==> src/hw/rtl/fluvial_erosion_deposition_step_unit_macros.svh <==
// Assertion macros shared by the erosion and deposition step unit.
`ifndef FLUVIAL_EROSION_DEPOSITION_STEP_UNIT_MACROS_SVH
`define FLUVIAL_EROSION_DEPOSITION_STEP_UNIT_MACROS_SVH

`ifndef SYNTHESIS
// Checks a property at every rising clock edge outside reset.
`define FEDSU_ASSERT(lbl, prop, msg) \
    lbl: assert property (@(posedge clk) disable iff (!rst_n) prop) else $error(msg);
// Checks that a condition never holds outside reset.
`define FEDSU_NEVER(lbl, expr, msg) \
    lbl: assert property (@(posedge clk) disable iff (!rst_n) !(expr)) else $error(msg);
`else
`define FEDSU_ASSERT(lbl, prop, msg)
`define FEDSU_NEVER(lbl, expr, msg)
`endif

`endif

==> src/hw/rtl/fedsu_pkg.sv <==
// Types, constants and helper functions of the erosion and deposition step unit.
`timescale 1ns / 1ps

package fedsu_pkg;

    // Node store geometry.
    localparam int NODE_COUNT = 65536;
    localparam int NODE_AW    = $clog2(NODE_COUNT);

    // Field and datapath widths.
    localparam int FLUX_W   = 48;
    localparam int RAM_W    = FLUX_W + 1;
    localparam int LEN_W    = 36;
    localparam int MUL_A_W  = 80;
    localparam int MUL_B_W  = 32;
    localparam int MUL_P_W  = MUL_A_W + MUL_B_W;
    localparam int MUL_CW   = $clog2(MUL_B_W);
    localparam int DIV_W    = 96;
    localparam int DIV_D_W  = 40;
    localparam int DIV_N_W  = $clog2(DIV_W + 1);
    localparam int PADDR_W  = 4;

    // Configuration register indexes.
    localparam logic [1:0] REG_ERODIBILITY     = 2'd0;
    localparam logic [1:0] REG_SEA_LEVEL       = 2'd1;
    localparam logic [1:0] REG_SEDIMENT_LENGTH = 2'd2;

    // Sequencer states.
    typedef enum logic [3:0] {
        S_CLEAR,
        S_IDLE,
        S_RD,
        S_M1,
        S_M2,
        S_DQ,
        S_LEN,
        S_MD,
        S_E1,
        S_E2,
        S_EX,
        S_DCH,
        S_RR,
        S_RW,
        S_OUT
    } state_t;

    // Request to the serial multiplier.
    typedef struct packed {
        logic               go;
        logic [MUL_A_W-1:0] a;
        logic [MUL_B_W-1:0] b;
    } mul_req_t;

    // Request to the serial divider; the dividend is left aligned to its steps.
    typedef struct packed {
        logic               go;
        logic [DIV_N_W-1:0] steps;
        logic [DIV_W-1:0]   dividend;
        logic [DIV_D_W-1:0] divisor;
    } div_req_t;

    // Saturates a quotient to the flux width.
    function automatic logic [FLUX_W-1:0] sat_flux(input logic [DIV_W-1:0] v);
        logic [FLUX_W-1:0] r;
        if (|v[DIV_W-1:FLUX_W]) r = '1;
        else r = v[FLUX_W-1:0];
        return r;
    endfunction

endpackage

==> src/hw/rtl/fedsu_mul.sv <==
// Bit-serial shift-and-add multiplier, one multiplier bit per cycle.
`timescale 1ns / 1ps

module fedsu_mul (
    input  logic                      clk,
    input  logic                      rst_n,
    input  fedsu_pkg::mul_req_t       req,
    output logic                      done,
    output logic [fedsu_pkg::MUL_P_W-1:0] prod
);

    import fedsu_pkg::*;

    logic [MUL_P_W-1:0] p_reg, p_next;
    logic [MUL_A_W-1:0] a_reg, a_next;
    logic [MUL_CW-1:0]  cnt_reg, cnt_next;
    logic               run_reg, run_next;
    logic               done_reg, done_next;
    logic [MUL_A_W:0]   sum;

    // Control registers.
    always_ff @(posedge clk or negedge rst_n)
    begin
        if (!rst_n)
        begin
            run_reg  <= 1'b0;
            done_reg <= 1'b0;
            cnt_reg  <= '0;
        end
        else
        begin
            run_reg  <= run_next;
            done_reg <= done_next;
            cnt_reg  <= cnt_next;
        end
    end

    // Datapath registers.
    always_ff @(posedge clk)
    begin
        p_reg <= p_next;
        a_reg <= a_next;
    end

    // One step adds the multiplicand to the upper part when the low bit is set, and shifts right.
    always_comb
    begin
        sum       = {1'b0, p_reg[MUL_P_W-1:MUL_B_W]} + ({(MUL_A_W+1){p_reg[0]}} & {1'b0, a_reg});
        p_next    = p_reg;
        a_next    = a_reg;
        cnt_next  = cnt_reg;
        run_next  = run_reg;
        done_next = 1'b0;
        if (req.go)
        begin
            a_next   = req.a;
            p_next   = {{MUL_A_W{1'b0}}, req.b};
            cnt_next = '0;
            run_next = 1'b1;
        end
        else if (run_reg)
        begin
            p_next   = {sum, p_reg[MUL_B_W-1:1]};
            cnt_next = cnt_reg + 1'b1;
            if (cnt_reg == MUL_CW'(MUL_B_W - 1))
            begin
                run_next  = 1'b0;
                done_next = 1'b1;
            end
        end
    end

    assign done = done_reg;
    assign prod = p_reg;

endmodule

==> config.mk <==
export PLATFORM = sky130hd
export DESIGN_NAME = fedsu_mul
export DESIGN_NICKNAME = d
export VERILOG_FILES = /design/src/hw/rtl/fluvial_erosion_deposition_step_unit_macros.svh /design/src/hw/rtl/fedsu_pkg.sv /design/src/hw/rtl/fedsu_mul.sv
export SDC_FILE = /design/constraint.sdc
export NUM_CORES = 1
export LEC_CHECK = 0
export ABC_AREA = 1
export BUFFER_PORTS_ARGS = -buffer_cell sky130_fd_sc_hd__buf_2
export CAP_MARGIN = 10
export CORE_MARGIN = 2
export CORE_UTILIZATION = 45
export DETAILED_ROUTE_END_ITERATION = 16
export PLACE_DENSITY = 0.78
export SYNTH_ARGS = -nofsm -noshare
export SYNTH_HDL_FRONTEND = slang
export SYNTH_SLANG_ARGS = --single-unit
==> constraint.sdc <==
create_clock -name clk -period 4.27 [get_ports clk]
set_clock_uncertainty 0.2 [all_clocks]
set_input_delay 0.427 -clock clk [delete_from_list [all_inputs] [get_ports clk]]
set_output_delay 0.427 -clock clk [all_outputs]
set_load 0.03 [all_outputs]
; Yosys cells after proc, flatten, opt, wreduce, memory -nomap -nowiden
; Index checks and enable logic that the tools add are counted.
[op_classes]
mux = 10
n_addsub = 2
eq_ne = 1
bitwise_logic = 1
reduce_logical = 1
[op_table]
columns = op, count
row1 = 80-bit by 81-bit adder with 81-bit output, 1
row2 = 81-bit by 80-bit AND with 81-bit output, 1
row3 = 32-bit two-way mux, 2
row4 = 5-bit two-way mux, 2
row5 = 1-bit two-way mux, 6
row6 = "5-bit by 1-bit adder with 5-bit output, second input constant", 1
row7 = "5-bit equality test, second input constant", 1
row8 = 2-bit nonzero test, 1
[totals]
input_bits = 115
ff_bits = 199
word_cells = 21

; Depth between registers and ports, before layout
[logic_depth]
word_depth = 4
depth_mapped = 20
ltp_nobuf = 18

; Worst setup path before layout
; Ideal clock, no wire load.
[synth_path]
path_type = register to register
from = register p_reg[0], in the netlist prod[0]
to = register p_reg[107], in the netlist prod[107]
synth_period_minus_slack_ns = 2.833
stages_incl_launch_ff = 19
setup_slack_ns = 1.437
setup_ns = 0.113
t_required_ns = 3.957
t_arrival_ns = 2.520
path_cell_list = edfxtp_1 -> clkbuf_1 -> clkbuf_1 -> nand2_1 -> inv_1 -> ha_1 -> fa_1 -> nand2_1 -> nand2_1 -> nand3_1 -> nand2_2 -> nand2_1 -> nand2_1 -> nand2_1 -> nand3_2 -> nand2_2 -> nand3_1 -> nand3_1 -> nand2_1
[synth_via]
elab_chain_len = 2
[synth_lines]
columns = item, line_no
row1 = start: declaration, fedsu_mul.sv:14  ; logic [MUL_P_W-1:0] p_reg, p_next;
row2 = start signal: assignment, fedsu_mul.sv:41  ; p_reg <= p_next;
row3 = 81-bit by 80-bit AND with 81-bit output, fedsu_mul.sv:48  ; sum = {1'b0, p_reg[MUL_P_W-1:MUL_B_W]} + ({(MUL_A_W+1){p_reg[0]}} & {1'b0, a_reg});
row4 = 80-bit by 81-bit adder with 81-bit output, fedsu_mul.sv:48
; No other way between the ends.
; A chain may end at the register's enable or synchronous reset.

; Worst setup path after layout
[layout_path]
from = register p_reg[0], in the netlist prod[0]
to = register p_reg[101], in the netlist prod[101]
; Same word-level chain as after synthesis.

==> flow_metrics.env <==
export IMPL_grt_setup_unrepaired="false"
export IMPL_p_int_mw=3.66
export IMPL_stdcell_area_um2=17500
export IMPL_nets=2749
export IMPL_syn2layout_area_growth_pct=21.0
export IMPL_cts_inserted_buffers=17
export IMPL_largest_register_ffs=112
export IMPL_switchingPower_mw=2.39
export IMPL_switching_share_pct=39.5
export IMPL_cp_start_kind="flip-flop"
export IMPL_final_hold_viol_count=0
export IMPL_dp_slack_ns=1.11
export IMPL_dieArea_um2=33600
export IMPL_finalCritPeriodShare_pct=74.7
export IMPL_antenna_found_initial=1
export IMPL_drv_slew=0
export IMPL_power_leakage_nw=9.80
export IMPL_synth_edff_count=112
export IMPL_postCtsSetupBuffers=0
export IMPL_overflow=0
export IMPL_end_kind="flip-flop"
export IMPL_cts_sinks=199
export IMPL_die_width_um=183
export IMPL_gp_congestion=1.01
export IMPL_wire_per_inst_um=16.7
export IMPL_timing_setup_tns_ns=0
export IMPL_yosys_top_cells_area="nand2_1, edfxtp_1, dfxtp_1, inv_1, ha_1"
export IMPL_synth_seq_cells=199
export IMPL_portBuffers=227
export IMPL_critPathArrivalTime_ns=3.34
export IMPL_ys_flop_type="edfxtp_1"
export IMPL_ys_warn_count=0
export IMPL_firstDrtPassIters=5
export IMPL_async_reset_ff_share_pct=3.52
export IMPL_vdd_ir_drop_worst_mv=0.310
export IMPL_cap_violations=0
export IMPL_drc=0
export IMPL_max_freq_mhz=313
export IMPL_cts_tree="built"
export IMPL_relSlewSlack_pct=37.6
export IMPL_core_area_um2=31600
export IMPL_drt_vias_per_instance=5.06
export IMPL_grt_pass1_wl_um=76400
export IMPL_worstPathRequired_ns=4.42
export IMPL_syn_inst=2249
export IMPL_cp_slowest_stage_delay_ns=0.43
export IMPL_synth_top_cell_by_area="nand2_1"
export IMPL_vias=15000
export IMPL_drive_gt1_share_pct=15.1
export IMPL_routed_wirelength_um=49600
export IMPL_clk_path_buf_depth=2
export IMPL_p_per_area_nw_per_um2=346
export IMPL_ys_seq_area_share_pct=35.6
export IMPL_pwr_share_comb_pct=32.1
export IMPL_syn_area_per_cell_um2=6.42
export IMPL_grtUsageTotal_pct=29.7
export IMPL_placementRows=65
export IMPL_clkPwrFrac_pct=27.8
export IMPL_cpMaxStageDelayCell="a21oi_1"
export IMPL_yosysMostFrequentCell="nand2_1"
export IMPL_pin_count=228
export IMPL_hpwl_um=39000
export IMPL_synth_area_um2=14400
export IMPL_ys_types=35
export IMPL_cts_clk_slew_worst_paths_ns=0.08
export IMPL_hold_class="in2reg"
export IMPL_setup_viol=0
export IMPL_drt_iter0_drc=1287
export IMPL_grt_max_degree=75
export IMPL_status="complete, no violations"
export IMPL_tightest_slew_ns=0.936
export IMPL_die_h_um=183
export IMPL_fin_ws_ns=1.08
export IMPL_worstSkewPairLatency_ns=0.47
export IMPL_initial_core_util_pct=45.8
export IMPL_antennaDiodeCount=0
export IMPL_htreeDepth=4
export IMPL_pwr_share_seq_pct=40.2
export IMPL_ant_nets=0
export IMPL_layout_min_cycle_time_ns=3.19
export IMPL_dp_cells=2851
export IMPL_cts_root_buffer="clkbuf_16"
export IMPL_path_class="reg2reg"
export IMPL_yosys_area_top_type_share_pct=24.0
export IMPL_place_area_um2=16000
export IMPL_crit_fanout=45
export IMPL_finalNonFillerCells=2966
export IMPL_syn_num_nets=2447
export IMPL_grt_pass1_vias=14300
export IMPL_worstPathCellList="buf_4 -> nand2_1 -> inv_1 -> ha_1 -> a21oi_1 -> inv_1 -> nand2_1 -> nand3_1 -> a21oi_1 -> nor2_1 -> nor2_1 -> nand3_1 -> nand3_1 -> nand2_1"
export IMPL_ys_top_cells_by_count="nand2_1, inv_1, a21oi_1, nor2_1, edfxtp_1"
export IMPL_cts_resized=0
[logic make-up (layout without fill, tap and decap cells)]
kind of cell / after synthesis / count (layout) / synth area share (%)
AO/OA/AOI/OAI: 221 / 221 / 8.06
buffers and inverters: 471 / 786 / 12.3
XOR/XNOR: 6 / 6 / 0.364
flip-flops: 199 / 199 / 35.6
adder cells (fa/ha/maj): 83 / 83 / 7.24
AND/OR/NAND/NOR: 1269 / 1269 / 36.5
[path summary, 6_finish.rpt]
| path | start | endpoint | slack, ns | cells past startpoint |
|---|---|---|---|---|
| hold / removal | req[18] | prod[18] | 0.03 | 3 |
| setup / recovery | prod[0] | prod[101] | 1.08 | 14 |
| min in group asynchronous | rst_n | cnt_reg[3] | 0.12 | 2 |
| hold reg to reg | prod[60] | prod[60] | 0.27 | 2 |
| setup reg to reg | prod[0] | prod[101] | 1.08 | 14 |
| max in group asynchronous | rst_n | cnt_reg[4] | 3.59 | 2 |
[layer usage]
layer	up-vias	routed length [um]	global-route usage (%)
li1	7521	-	-
met1	6875	23500	41.8
met2	553	21500	46.9
met3	60	3660	5.74
met4	0	909	7.17
met5	-	0	0
[cells in the final DEF (no fill, tap or decap), types with 33 or more instances in the layout]
cell           Yosys  layout
ha_1              82      82
nor2_1           120     119
nand3_1           92      92
a21oi_1          131     131
nand2_2           33      33
nor2_2            44      44
inv_1            415     415
dlygate4sd3_1      0      81
dfxtp_1           80      80
edfxtp_1         112     112
o21ai_0           66      66
nand2_1          924     924
buf_2              4     226
[power by group through the flow]
stage | clock (mW) | combinational (mW) | sequential [mW]
after floorplan | 0 | 0.973 | 2.72
after global placement | 0 | 1.83 | 2.46
after detailed placement | 0 | 1.85 | 2.46
after CTS | 1.71 | 1.91 | 2.43
after global routing | 1.77 | 2.13 | 2.45
final | 1.68 | 1.94 | 2.43
[critical path: cells and delay by family (launching register included)]
kind	cells	cell delay, ns
buffers and inverters	3	0.57
flip-flops	1	0.37
AO/OA/AOI/OAI	2	0.84
AND/OR/NAND/NOR	8	0.76
adder cells (fa/ha/maj)	1	0.27
[area by class of cell]
type                    count  area [um^2]
multi-input cells        1579         7540
repair buffers            317         2040
clock inverters            15          180
inverters                 437         1640
flip-flops and latches    199         5140
well taps                 402          503
fillers                  3159        14100
clock buffers              17          425
[metrics by stage]
stage / utilization, % / hold WS [ns] / total power, mW
6_report: 55.4 / 0.0290 / 6.05
4_1_cts: 55.2 / 0.00766 / 6.05
5_1_grt: 55.4 / 0.0196 / 6.35
2_1_floorplan: - / -0.0686 / 3.69
3_3_place_gp: 50.8 / 0.0654 / 4.29
3_5_place_dp: 50.8 / 0.0728 / 4.31
[repair_timing]
item | 4_1_cts | 5_1_grt
hold buffers | 81 | 0
setup endpoints to repair | 0 | 0
endpoints found under the hold margin | 87 | 0
(Power assumes the default switching activity.)
