===== src/hw/rtl/fluvial_erosion_deposition_step_unit_macros.svh =====
// Assertion macros shared by the erosion and deposition step unit.
`ifndef FLUVIAL_EROSION_DEPOSITION_STEP_UNIT_MACROS_SVH
`define FLUVIAL_EROSION_DEPOSITION_STEP_UNIT_MACROS_SVH

`ifndef SYNTHESIS
// Checks a property at every rising clock edge outside reset.
`define FEDSU_ASSERT(lbl, prop, msg) \
    lbl: assert property (@(posedge clk) disable iff (!rst_n) prop) else $error(msg);
// Checks that a condition never holds outside reset.
`define FEDSU_NEVER(lbl, expr, msg) \
    lbl: assert property (@(posedge clk) disable iff (!rst_n) !(expr)) else $error(msg);
`else
`define FEDSU_ASSERT(lbl, prop, msg)
`define FEDSU_NEVER(lbl, expr, msg)
`endif

`endif


===== src/hw/rtl/fedsu_ram.sv =====
// Generic single write port, single read port RAM with registered read.
`timescale 1ns / 1ps

module fedsu_ram #(
    parameter int WIDTH = 8,
    parameter int DEPTH = 16
) (
    input  logic                     clk,
    input  logic                     we,
    input  logic [$clog2(DEPTH)-1:0] waddr,
    input  logic [WIDTH-1:0]         wdata,
    input  logic [$clog2(DEPTH)-1:0] raddr,
    output logic [WIDTH-1:0]         rdata
);

    logic [WIDTH-1:0] mem [DEPTH];

    // Write port.
    always_ff @(posedge clk)
    begin
        if (we)
        begin
            mem[waddr] <= wdata;
        end
    end

    // Registered read port.
    always_ff @(posedge clk)
    begin
        rdata <= mem[raddr];
    end

endmodule


===== config.mk =====
export PLATFORM = sky130hd
export DESIGN_NAME = fedsu_ram
export DESIGN_NICKNAME = d
export VERILOG_FILES = /design/src/hw/rtl/fluvial_erosion_deposition_step_unit_macros.svh /design/src/hw/rtl/fedsu_ram.sv
export SDC_FILE = /design/constraint.sdc
export NUM_CORES = 1
export LEC_CHECK = 0
export ABC_CLOCK_PERIOD_IN_PS = 1900
export BUFFER_PORTS_ARGS = -buffer_cell sky130_fd_sc_hd__buf_2
export CAP_MARGIN = 20
export CORE_MARGIN = 4
export CORE_UTILIZATION = 54
export CTS_CLUSTER_SIZE = 10
export DETAILED_ROUTE_END_ITERATION = 10
export GPL_ROUTABILITY_DRIVEN = 0
export PLACE_DENSITY = 0.82
export SLEW_MARGIN = 20
export SYNTH_ARGS = -nofsm -noshare
export SYNTH_HDL_FRONTEND = slang
export SYNTH_SLANG_ARGS = --single-unit
export TNS_END_PERCENT = 20

===== constraint.sdc =====
create_clock -name clk -period 1.9 [get_ports clk]
set_input_delay 0.38 -clock clk [delete_from_list [all_inputs] [get_ports clk]]
set_output_delay 0.38 -clock clk [all_outputs]
set_load 0.01 [all_outputs]

* Word level (Yosys, flattened, before mapping)
Memories as Yosys holds them, arrays and structs flattened. A register that Yosys moved wholly into a read port is not among the register bits. Cells that the tools add are included.
Word-level totals: flip-flop bits (word level) 0, bits in writable memories 128, latch bits 0, memories kept 1, output and inout port bits 8, bits in read-only memories 0, input port bits 18
Memories:
- mem | words 16, bits a word 8, rd ports 1, clocked after Yosys merged registers in 1, write ports 1, line fedsu_ram.sv:16 | logic [WIDTH-1:0] mem [DEPTH];
Cells by class: bitwise gates (word level) 0, equal/unequal tests 0, reductions and logical operators 0, mux-type cells 2, multiply operators 0, $add $sub $neg 0, div/mod/pow operators 0, shifts and indexed selects 0, order comparisons 0
Operators with widths (number):
- $mux W1 | 2

* Depth between registers and ports, before layout
Gate-level depths: netlist of the first run.
word-level depth 2, mapped depth 5, depth with buffers taken out 3

* Least setup slack after synthesis of the first run
Ideal clock, no wire load.
path kind input -> register, start point input port waddr[2], end point memory mem[0][0] (enable), stages on the path 2, required time 1.517 ns, arrival time 1.490 ns, buffers on the path 0, path slack 0.027 ns, library setup time 0.383 ns, path through or3b_2 > nor3_1
RTL lines:
- from (decl) | line fedsu_ram.sv:10 | input logic [$clog2(DEPTH)-1:0] waddr,
- to (decl) | line fedsu_ram.sv:16
Straight into the memory's write port.

==> metrics.yaml, run 1 <==
logic_synthesis:
  netlist_area_um2: 5150
  synthMuxAreaShare_pct: 15.0
  yosysWarnings: 0
  ys_ff_latch: 136
  synth_most_common_cell: "edfxtp_1"
  synthSimpleGateAreaFrac_pct: 3.18
  synth_ff_type: "edfxtp_1"
  synthAdderAreaFrac_pct: 0
  synth_xor_xnor_area_share_pct: 0
  synth_top_area_share_pct: 74.7
  synth_edf_count: 128
  synth_cells: 229
  synth_top_family_by_area: "multiplexers"
  synth_cell_types: 19
  syn_nets: 247
  synth_compound_area_share_pct: 2.33
  synth_area_leaders: "edfxtp_1 75%, mux4_2 7.9%, mux4_1 7.1%"
  async_flop_share_pct: 0
  yosysSeqAreaShare_pct: 77.8
  postSynthAreaPerCell_um2: 22.5
  synth_common_cells: "128 x edfxtp_1, 18 x mux4_2, 16 x a22oi_1"
  yosysTopAreaCell: "edfxtp_1"
grt:
  grt_usage_pct: 20.3
  antenna_found_initial: 0
  grt_overflow: 0
  grt_max_degree: 33
  first_global_vias: 2599
  grt_pass1_wl_um: 15900
timing:
  max_freq_ghz: 0.698
  fin_crit_ps: 1430
  finalCritPeriodShare_pct: 75.4
  slew_headroom_pct: 69.3
  clock_skew_ps: 6.01
  setup_ws_ps: 467
  tns_ps: 0
  hold_violations: 0
  finalSetupViolCount: 0
  rsz0062_at_grt: "no"
  maxSlewViolCount: 0
  worstMarginPinSlew_ps: 461
critical_path:
  end_kind: "flop"
  arrival_ps: 1810
  worst-path-max-fanout: 1
  startpoint_type: "flop"
  critPathKind: "flop to flop"
  required_ps: 2280
placed_design:
  io_buffers: 25
  dp.cells: 398
  dp_hpwl_um: 5960
  pre_cts_ws_ps: 122
cells_and_area:
  n_antenna_cell: 0
  area_growth_pct: 18.9
  drive_gt1_share_pct: 31.9
  fin_nets: 306
  fillers: 572
  fin_cells: 430
  final_util_pct: 66.2
routing:
  dr.first_iter.drc_count: 223
  vias: 2521
  viasPerCell: 5.86
  dr.pass1.iters: 5
  drc: 0
  postRouteWirelength_um: 10300
  wire_per_inst_um: 24.0
  ant_nets: 0
cts:
  cts_buffer_depth: 2
  clock_latency_ps: 510
  post_cts_resized: 0
  post-cts-setup-buffer-count: 0
  cts-buffers-inserted: 17
  htree_levels: 4
  holdBufCountCts: 0
  clkSinkCount: 136
  cts_tree: "done"
  root_buffer: "clkbuf_8"
  clk_pin_slew_ps: 60
power_and_ir_drop:
  p_per_area_nw_per_um2: 1110
  power_mw: 6.78
  cellLeakagePower_nw: 2.10
  peakVddDrop_uv: 891
floorplan:
  rows: 35
  initial_core_util_pct: 55.7
  die_y_um: 106
  dieArea_um2: 11200
  core-area_um2: 9240
  die_w_um: 106
  pin_count: 26
run_status:
  status: "finished clean"
job:
  cap_violations: 0
worst_hold_path:
  hold_path.class: "input port to flop"
[state kept, by name, indices dropped and copies added, names as in the netlist]
register,count
rdata,8
mem,128
[cells in the final DEF (no fill, tap or decap), drive strengths merged]
| master | count |
|---|---|
| a22oi | 16 |
| buf | 50 |
| or3b | 1 |
| edfxtp | 128 |
| clkinv | 3 |
| nand3 | 1 |
| bufinv | 2 |
| clkbuf | 24 |
| nand2b | 2 |
| nor2 | 13 |
| and2 | 1 |
| nand3b | 2 |
| nand2 | 9 |
| and2b | 1 |
| clkinvlp | 3 |
| mux4 | 32 |
| nor2b | 1 |
| nor3 | 4 |
| dfxtp | 8 |
[metal layers]
metal,track usage (%),wire length (µm),vias up
li1,-,-,1090
met1,27.5,4120,1283
met2,31.5,5140,133
met3,5.51,810,15
met4,8.79,233,0
met5,0,0,-
[cell type report]
type                            instances  area, µm²  area share (%)
Clock buffer                           24        460            7.53
Clock inverter                          8       97.6            1.60
Multi-Input combinational cell         83       1060            17.3
Sequential cell                       136       4000            65.4
Tap cell                              129        161            2.64
Timing Repair Buffer                   50        338            5.52
[cells by family (layout without fill, tap and decap cells)]
group / after synthesis / in the layout
buffers and inverters: 10 / 82
flip-flops: 136 / 136
AND/OR/NAND/NOR: 35 / 35
AO/OA/AOI/OAI: 16 / 16
multiplexers: 32 / 32
[stage by stage]
stage | hold WS [ps] | instance area (µm²)
4_1_cts | 240 | 6120
6_report | 260 | 6120
3_3_place_gp | 652 | 5560
2_1_floorplan | 479 | 5150
3_5_place_dp | 663 | 5560
5_1_grt | 250 | 6120
[power breakdown]
group	switching, mW	internal [mW]	total [mW]
registers	0.0200	3.36	3.38
logic	0.185	0.140	0.326
clock network	1.15	1.93	3.08
total	1.35	5.42	6.78
[path summary, 6_finish.rpt]
kind                            depth (start not counted)  slack (ps)       start   endpoint
worst max-delay path                                    3         470  mem[11][6]   rdata[6]
worst min-delay path                                    1         260    wdata[7]  mem[0][7]
worst max register to register                          3         470  mem[11][6]   rdata[6]
worst min register to register                          3         670  mem[12][1]   rdata[1]
[worst max-delay path: stages, from the launching register on]
cell and delay [ps]:
edfxtp_1 410, mux4_2 510, a22oi_1 270, nand2_1 110
Note: power is estimated with default switching activity, not from simulation.
==> inputs of run 2 (changes only) <==
--- a/config.mk
+++ b/config.mk
@@ -5,7 +5,7 @@
 export SDC_FILE = /design/constraint.sdc
 export NUM_CORES = 1
 export LEC_CHECK = 0
-export ABC_CLOCK_PERIOD_IN_PS = 1900
+export ABC_CLOCK_PERIOD_IN_PS = 1200
 export BUFFER_PORTS_ARGS = -buffer_cell sky130_fd_sc_hd__buf_2
 export CAP_MARGIN = 20
 export CORE_MARGIN = 4
==> constraint.sdc (replaced) <==
create_clock -name clk -period 1.2 [get_ports clk]
set_input_delay 0.24 -clock clk [delete_from_list [all_inputs] [get_ports clk]]
set_output_delay 0.24 -clock clk [all_outputs]
set_load 0.01 [all_outputs]
==> metrics.yaml, run 2 (same netlist as run 1, synthesis figures left out) <==
critical_path:
  slowest_stage: "mux4_2"
  r2r_start: "mem[3][4]"
  reg2reg_to: "rdata[4]"
  crit_chain: "mux4_2 > a22oi_2 > nand2_1"
  r2r_slack_ps: -80  # -550 ps
  rr_worst_depth: 3  # unchanged
  critPathKind: "flop to flop"
  startpoint_type: "flop"
  worst-path-max-fanout: 1  # unchanged
  max_stage_delay_ps: 500  # about the same
  arrival_ps: 1670  # -140 ps
  required_ps: 1590  # -690 ps
  end_kind: "flop"
floorplan:
  rows: 35  # unchanged
  die_y_um: 106  # unchanged
  die_w_um: 106  # unchanged
  pin_count: 26  # unchanged
  core-area_um2: 9240  # unchanged
  initial_core_util_pct: 55.7  # unchanged
  dieArea_um2: 11200  # unchanged
power_and_ir_drop:
  switchingPower_mw: 2.17  # +61%
  cellLeakagePower_nw: 2.11  # +0.67%
  p_per_area_nw_per_um2: 1690  # +53%
  combPwrFrac_pct: 5.8  # +1.0 points
  p_clk_share_pct: 44.3  # -1.1 points
  p_sw_share_pct: 20.2  # +0.28 points
  peakVddDrop_uv: 983  # +10%
  intPower_mw: 8.57  # +58%
  power_mw: 10.7  # +58%
  power_frac_seq_pct: 50.0  # +0.2 points
placed_design:
  pre_cts_ws_ps: -452  # -574 ps
  dp_hpwl_um: 6170  # +3.6%
  io_buffers: 25  # unchanged
  dp.cells: 401  # +0.75%
job:
  cap_violations: 0  # unchanged
timing:
  rsz0062_at_grt: "yes"
  finalSetupViolCount: 10  # +10
  tns_ps: -451  # -451 ps
  slew_headroom_pct: 41.0  # -28 points
  fin_crit_ps: 1280  # -154 ps
  max_freq_ghz: 0.782  # +12%
  setup_ws_ps: -78.9  # -546 ps
  finalCritPeriodShare_pct: 107  # +31 points
  clock_skew_ps: 10.8  # +4.81 ps
  worstMarginPinSlew_ps: 883  # +422 ps
  maxSlewViolCount: 0  # unchanged
  hold_violations: 0  # unchanged
cts:
  clk_pin_slew_ps: 60  # about the same
  htree_levels: 4  # unchanged
  post-cts-setup-buffer-count: 0  # unchanged
  cts-buffers-inserted: 17  # unchanged
  clock_latency_ps: 510  # about the same
  clkSinkCount: 136  # unchanged
  root_buffer: "clkbuf_8"
  holdBufCountCts: 0  # unchanged
  cts_buffer_depth: 2  # unchanged
  cts_tree: "done"
routing:
  postRouteWirelength_um: 9970  # -3.2%
  wire_per_inst_um: 23.0  # -3.9%
  ant_nets: 0  # unchanged
  drc: 0  # unchanged
  dr.pass1.iters: 4  # -1
  viasPerCell: 5.74  # -2.1%
  dr.first_iter.drc_count: 243  # +9.0%
  vias: 2485  # -1.4%
cells_and_area:
  seqCellArea_um2: 4010  # +0.25%
  area_growth_pct: 23.1
  fillers: 559  # -2.3%
  final_util_pct: 68.6  # +2.4 points
  mostFrequentLayoutCell: "edfxtp_1"
  final_cell_mix: "128 x edfxtp_1, 29 x mux4_2, 18 x buf_4, 17 x buf_2, 16 x clkbuf_16"
  largest-register: "mem"
  fin_nets: 309  # +0.98%
  largest_register_ffs: 128  # unchanged
  fin_cells: 433  # +0.70%
  drive_gt1_share_pct: 44.1  # +12 points
  top_regs: "mem (128), rdata (8)"
  n_antenna_cell: 0  # unchanged
  multiInputGateArea_um2: 1110  # +5.2%
worst_hold_path:
  holdPathStages: 1  # unchanged
  hp-start: "wdata[1]"
  hold_path.class: "input port to flop"
  hold_path_end: "mem[12][1]"
grt:
  antenna_found_initial: 0  # unchanged
  grt_overflow: 0  # unchanged
  grt_usage_pct: 19.8  # -0.52 points
  grt_max_degree: 21  # -36%
  first_global_vias: 2670  # +2.7%
  grt_pass1_wl_um: 15600  # -2.1%
run_status:
  violations: "setup timing"
  status: "complete, but fails checks"
[run 2: cell count changes in the layout (fill, tap and decap cells not counted), moves of 11 or more]
cell | before | now
a22oi_1 | 16 | 4
mux4_1 | 14 | 3
a22oi_2 | 0 | 12
mux4_2 | 18 | 29
[run 2: how the worst max path moves through the flow]
stage / end / slack (ps) / cells after the start / start
finish: rdata[4] / -80 / 3 / mem[3][4]
global route: rdata[6] / -120 / 3 / mem[11][6]
CTS: rdata[6] / -80 / 3 / mem[11][6]
detailed placement: rdata[2] / -450 / 5 / raddr[0]
global placement: rdata[2] / -440 / 5 / raddr[0]
floorplan: mem[4][0] / -230 / 2 / waddr[3]
[run 2: repair_timing]
item	in CTS	in global routing
gates resized for setup	29	10
setup endpoints to repair	15	16
cloned	0	0
pin swaps	14	4
[run 2: worst max-delay path: cells and delay by family (launching register included)]
kind / cells / cell delay (ps)
multiplexers: 1 / 500
flip-flops: 1 / 380
AND/OR/NAND/NOR: 1 / 80
AO/OA/AOI/OAI: 1 / 190
[run 2: through the flow]
| stage | cell area, µm² | hold WS, ps |
|---|---|---|
| after global placement | 5720 | 619 |
| final | 6340 | 113 |
| after global routing | 6340 | 100 |
| after CTS | 6310 | 81.4 |
| after floorplan | 5180 | 339 |
| after detailed placement | 5720 | 632 |
[run 2: area by class of cell]
| cell class | instances | area share, % |
|---|---|---|
| Timing Repair Buffer | 53 | 8.06 |
| Sequential cell | 136 | 63.3 |
| Clock inverter | 9 | 1.62 |
| Multi-Input combinational cell | 83 | 17.6 |
| Clock buffer | 23 | 6.89 |
| Tap cell | 129 | 2.55 |
[run 2: routing by layer]
layer / vias up / GRT usage, % / routed length [µm]
li1: 1086 / - / -
met1: 1298 / 25.6 / 3970
met2: 95 / 32.4 / 5390
met3: 6 / 6.00 / 497
met4: 0 / 6.66 / 118
met5: - / 0 / 0
[run 2: power groups by stage]
stage / Clock [mW] / Sequential, mW / Combinational (mW)
CTS: 4.79 / 5.36 / 0.611
global placement: 0 / 5.44 / 0.535
floorplan: 0 / 5.45 / 0.277
detailed placement: 0 / 5.45 / 0.550
finish: 4.75 / 5.37 / 0.618
global route: 5.06 / 5.37 / 0.665
==> inputs of run 3 (changes only) <==
--- a/config.mk
+++ b/config.mk
@@ -5,7 +5,7 @@
 export SDC_FILE = /design/constraint.sdc
 export NUM_CORES = 1
 export LEC_CHECK = 0
-export ABC_CLOCK_PERIOD_IN_PS = 1200
+export ABC_CLOCK_PERIOD_IN_PS = 1100
 export BUFFER_PORTS_ARGS = -buffer_cell sky130_fd_sc_hd__buf_2
 export CAP_MARGIN = 20
 export CORE_MARGIN = 4
==> constraint.sdc (replaced) <==
create_clock -name clk -period 1.1 [get_ports clk]
set_input_delay 0.22 -clock clk [delete_from_list [all_inputs] [get_ports clk]]
set_output_delay 0.22 -clock clk [all_outputs]
set_load 0.01 [all_outputs]
==> metrics.yaml, run 3 (same netlist as run 1, synthesis figures left out) <==
run_status:
  status: "complete, but fails checks"
  violations: "setup timing"
placed_design:
  dp_hpwl_um: 6430  # +4.1%
  pre_cts_ws_ps: -557  # -106 ps
  io_buffers: 25  # unchanged
  detailed_place.area_um2: 5720  # about the same
grt:
  first_global_vias: 2665  # -0.19%
  grt_max_degree: 21  # unchanged
  antenna_found_initial: 0  # unchanged
  grt_usage_pct: 20.8  # +1.0 points
  grt_pass1_wl_um: 16200  # +4.0%
  grt_overflow: 0  # unchanged
floorplan:
  rows: 35  # unchanged
  die_w_um: 106  # unchanged
  pin_count: 26  # unchanged
  die_y_um: 106  # unchanged
  initial_core_util_pct: 55.7  # unchanged
  dieArea_um2: 11200  # unchanged
  core-area_um2: 9240  # unchanged
critical_path:
  crit_chain: "mux4_2 > a22oi_2 > nand2_1"
  max_stage_delay_ps: 500  # about the same
  required_ps: 1480  # -110 ps
  cp.depth: 3  # unchanged
  rr_worst_depth: 3  # unchanged
  worst-path-max-fanout: 1  # unchanged
  path_delay_family: "multiplexers"
  end_kind: "flop"
  critPathKind: "flop to flop"
  arrival_ps: 1730  # +60 ps
  slowest_stage: "mux4_2"
  path_buf_inv: 0  # unchanged
  startpoint_type: "flop"
routing:
  dr.pass1.iters: 4  # unchanged
  viasPerCell: 5.77  # +0.52%
  ant_nets: 0  # unchanged
  drc: 0  # unchanged
  wire_per_inst_um: 24.1  # +4.4%
  postRouteWirelength_um: 10500  # +5.4%
  vias: 2521  # +1.4%
  dr.first_iter.drc_count: 278  # +14%
job:
  cap_violations: 0  # unchanged
cts:
  clock_latency_ps: 510  # about the same
  cts_buffer_depth: 2  # unchanged
  clk_pin_slew_ps: 70  # about the same
  root_buffer: "clkbuf_8"
  post-cts-setup-buffer-count: 0  # unchanged
  cts_tree: "done"
  htree_levels: 4  # unchanged
  cts-buffers-inserted: 17  # unchanged
  clkSinkCount: 136  # unchanged
cells_and_area:
  drive_gt1_share_pct: 45.1  # +1.1 points
  final_cell_mix: "128 x edfxtp_1, 30 x mux4_2, 23 x buf_4, 19 x buf_2, 16 x clkbuf_16"
  mostFrequentLayoutCell: "edfxtp_1"
  largest-register: "mem"
  largest_register_ffs: 128  # unchanged
  final_util_pct: 68.5  # -0.081 points
  fin_nets: 313  # +1.3%
  top_regs: "mem (128), rdata (8)"
  final_area_um2: 6330  # -0.12%
  fillers: 528  # -5.5%
  n_antenna_cell: 0  # unchanged
  area_growth_pct: 23.0
timing:
  rsz0062_at_grt: "yes"
  hold_ws_ps: 81.8  # -31.2 ps
  maxSlewViolCount: 0  # unchanged
  setup_ws_ps: -253  # -174 ps
  slew_headroom_pct: 42.7  # +1.7 points
  finalCritPeriodShare_pct: 123  # +16 points
  worstMarginPinSlew_ps: 856  # -26.8 ps
  finalSetupViolCount: 16  # +6
  hold_violations: 0  # unchanged
  max_freq_ghz: 0.739  # -5.5%
  clock_skew_ps: 8.35  # -2.47 ps
  fin_crit_ps: 1350  # +74.5 ps
power_and_ir_drop:
  cellLeakagePower_nw: 2.13  # +0.67%
  peakVddDrop_uv: 836  # -15%
  p_per_area_nw_per_um2: 1850  # +9.3%
worst_hold_path:
  holdPathStages: 1  # unchanged
  hold_path.class: "input port to flop"
==> run 3: cell types whose count changed in the layout (fill, tap and decap cells not counted), sizes merged <==
cell,before,now
buf,53,57
bufinv,2,1
clkbuf,23,17
clkinv,4,6
inv,0,5
==> run 3: where the power goes <==
part	switching (mW)	leakage (nW)	internal, mW
logic	0.346	0.641	0.327
clock network	2.16	0.264	3.03
registers	0.0507	1.22	5.80
total	2.56	2.13	9.16
==> run 3: stage by stage <==
step	power, mW	TNS, ps	cells
final	11.7	-2110	437
after global routing	12.1	-2820	437
after CTS	11.8	-2350	437
after detailed placement	6.57	-32540	407
after global placement	6.55	-29360	407
after floorplan	6.25	-14160	229
==> run 3: worst register-to-register path, stage by stage, from the launching register on <==
cell and delay [ps]:
edfxtp_1 360, mux4_2 500, a22oi_2 250, nand2_1 110
==> run 3: layout make-up <==
| cell class | instances | area (µm²) | area share, % |
|---|---|---|---|
| multi-input cells | 83 | 1080 | 17.1 |
| clock inverters | 15 | 144 | 2.27 |
| flip-flops and latches | 136 | 4010 | 63.4 |
| repair buffers | 57 | 515 | 8.14 |
| well taps | 129 | 161 | 2.55 |
| clock buffers | 17 | 414 | 6.54 |
==> run 3: path summary, 6_finish.rpt <==
check	slack, ps	endpoint	start
hold reg to reg	680	rdata[7]	mem[7][7]
hold / removal	80	mem[3][5]	wdata[5]
setup / recovery	-250	rdata[6]	mem[11][6]
setup reg to reg	-250	rdata[6]	mem[11][6]
==> run 3: timing repair <==
item                       CTS  global route
pin swaps                    2             1
setup endpoints to repair   16            16
hold buffers                 0             0
resized for setup           21             2
==> run 3: per-layer routing <==
metal	track usage, %	wire length [µm]	up-vias	share of wire [%]
met3	5.63	813	13	7.7
met4	6.29	138	0	1.3
li1	-	-	1096	-
met2	35.0	5590	111	53
met1	26.9	3970	1301	38
met5	0	0	-	0
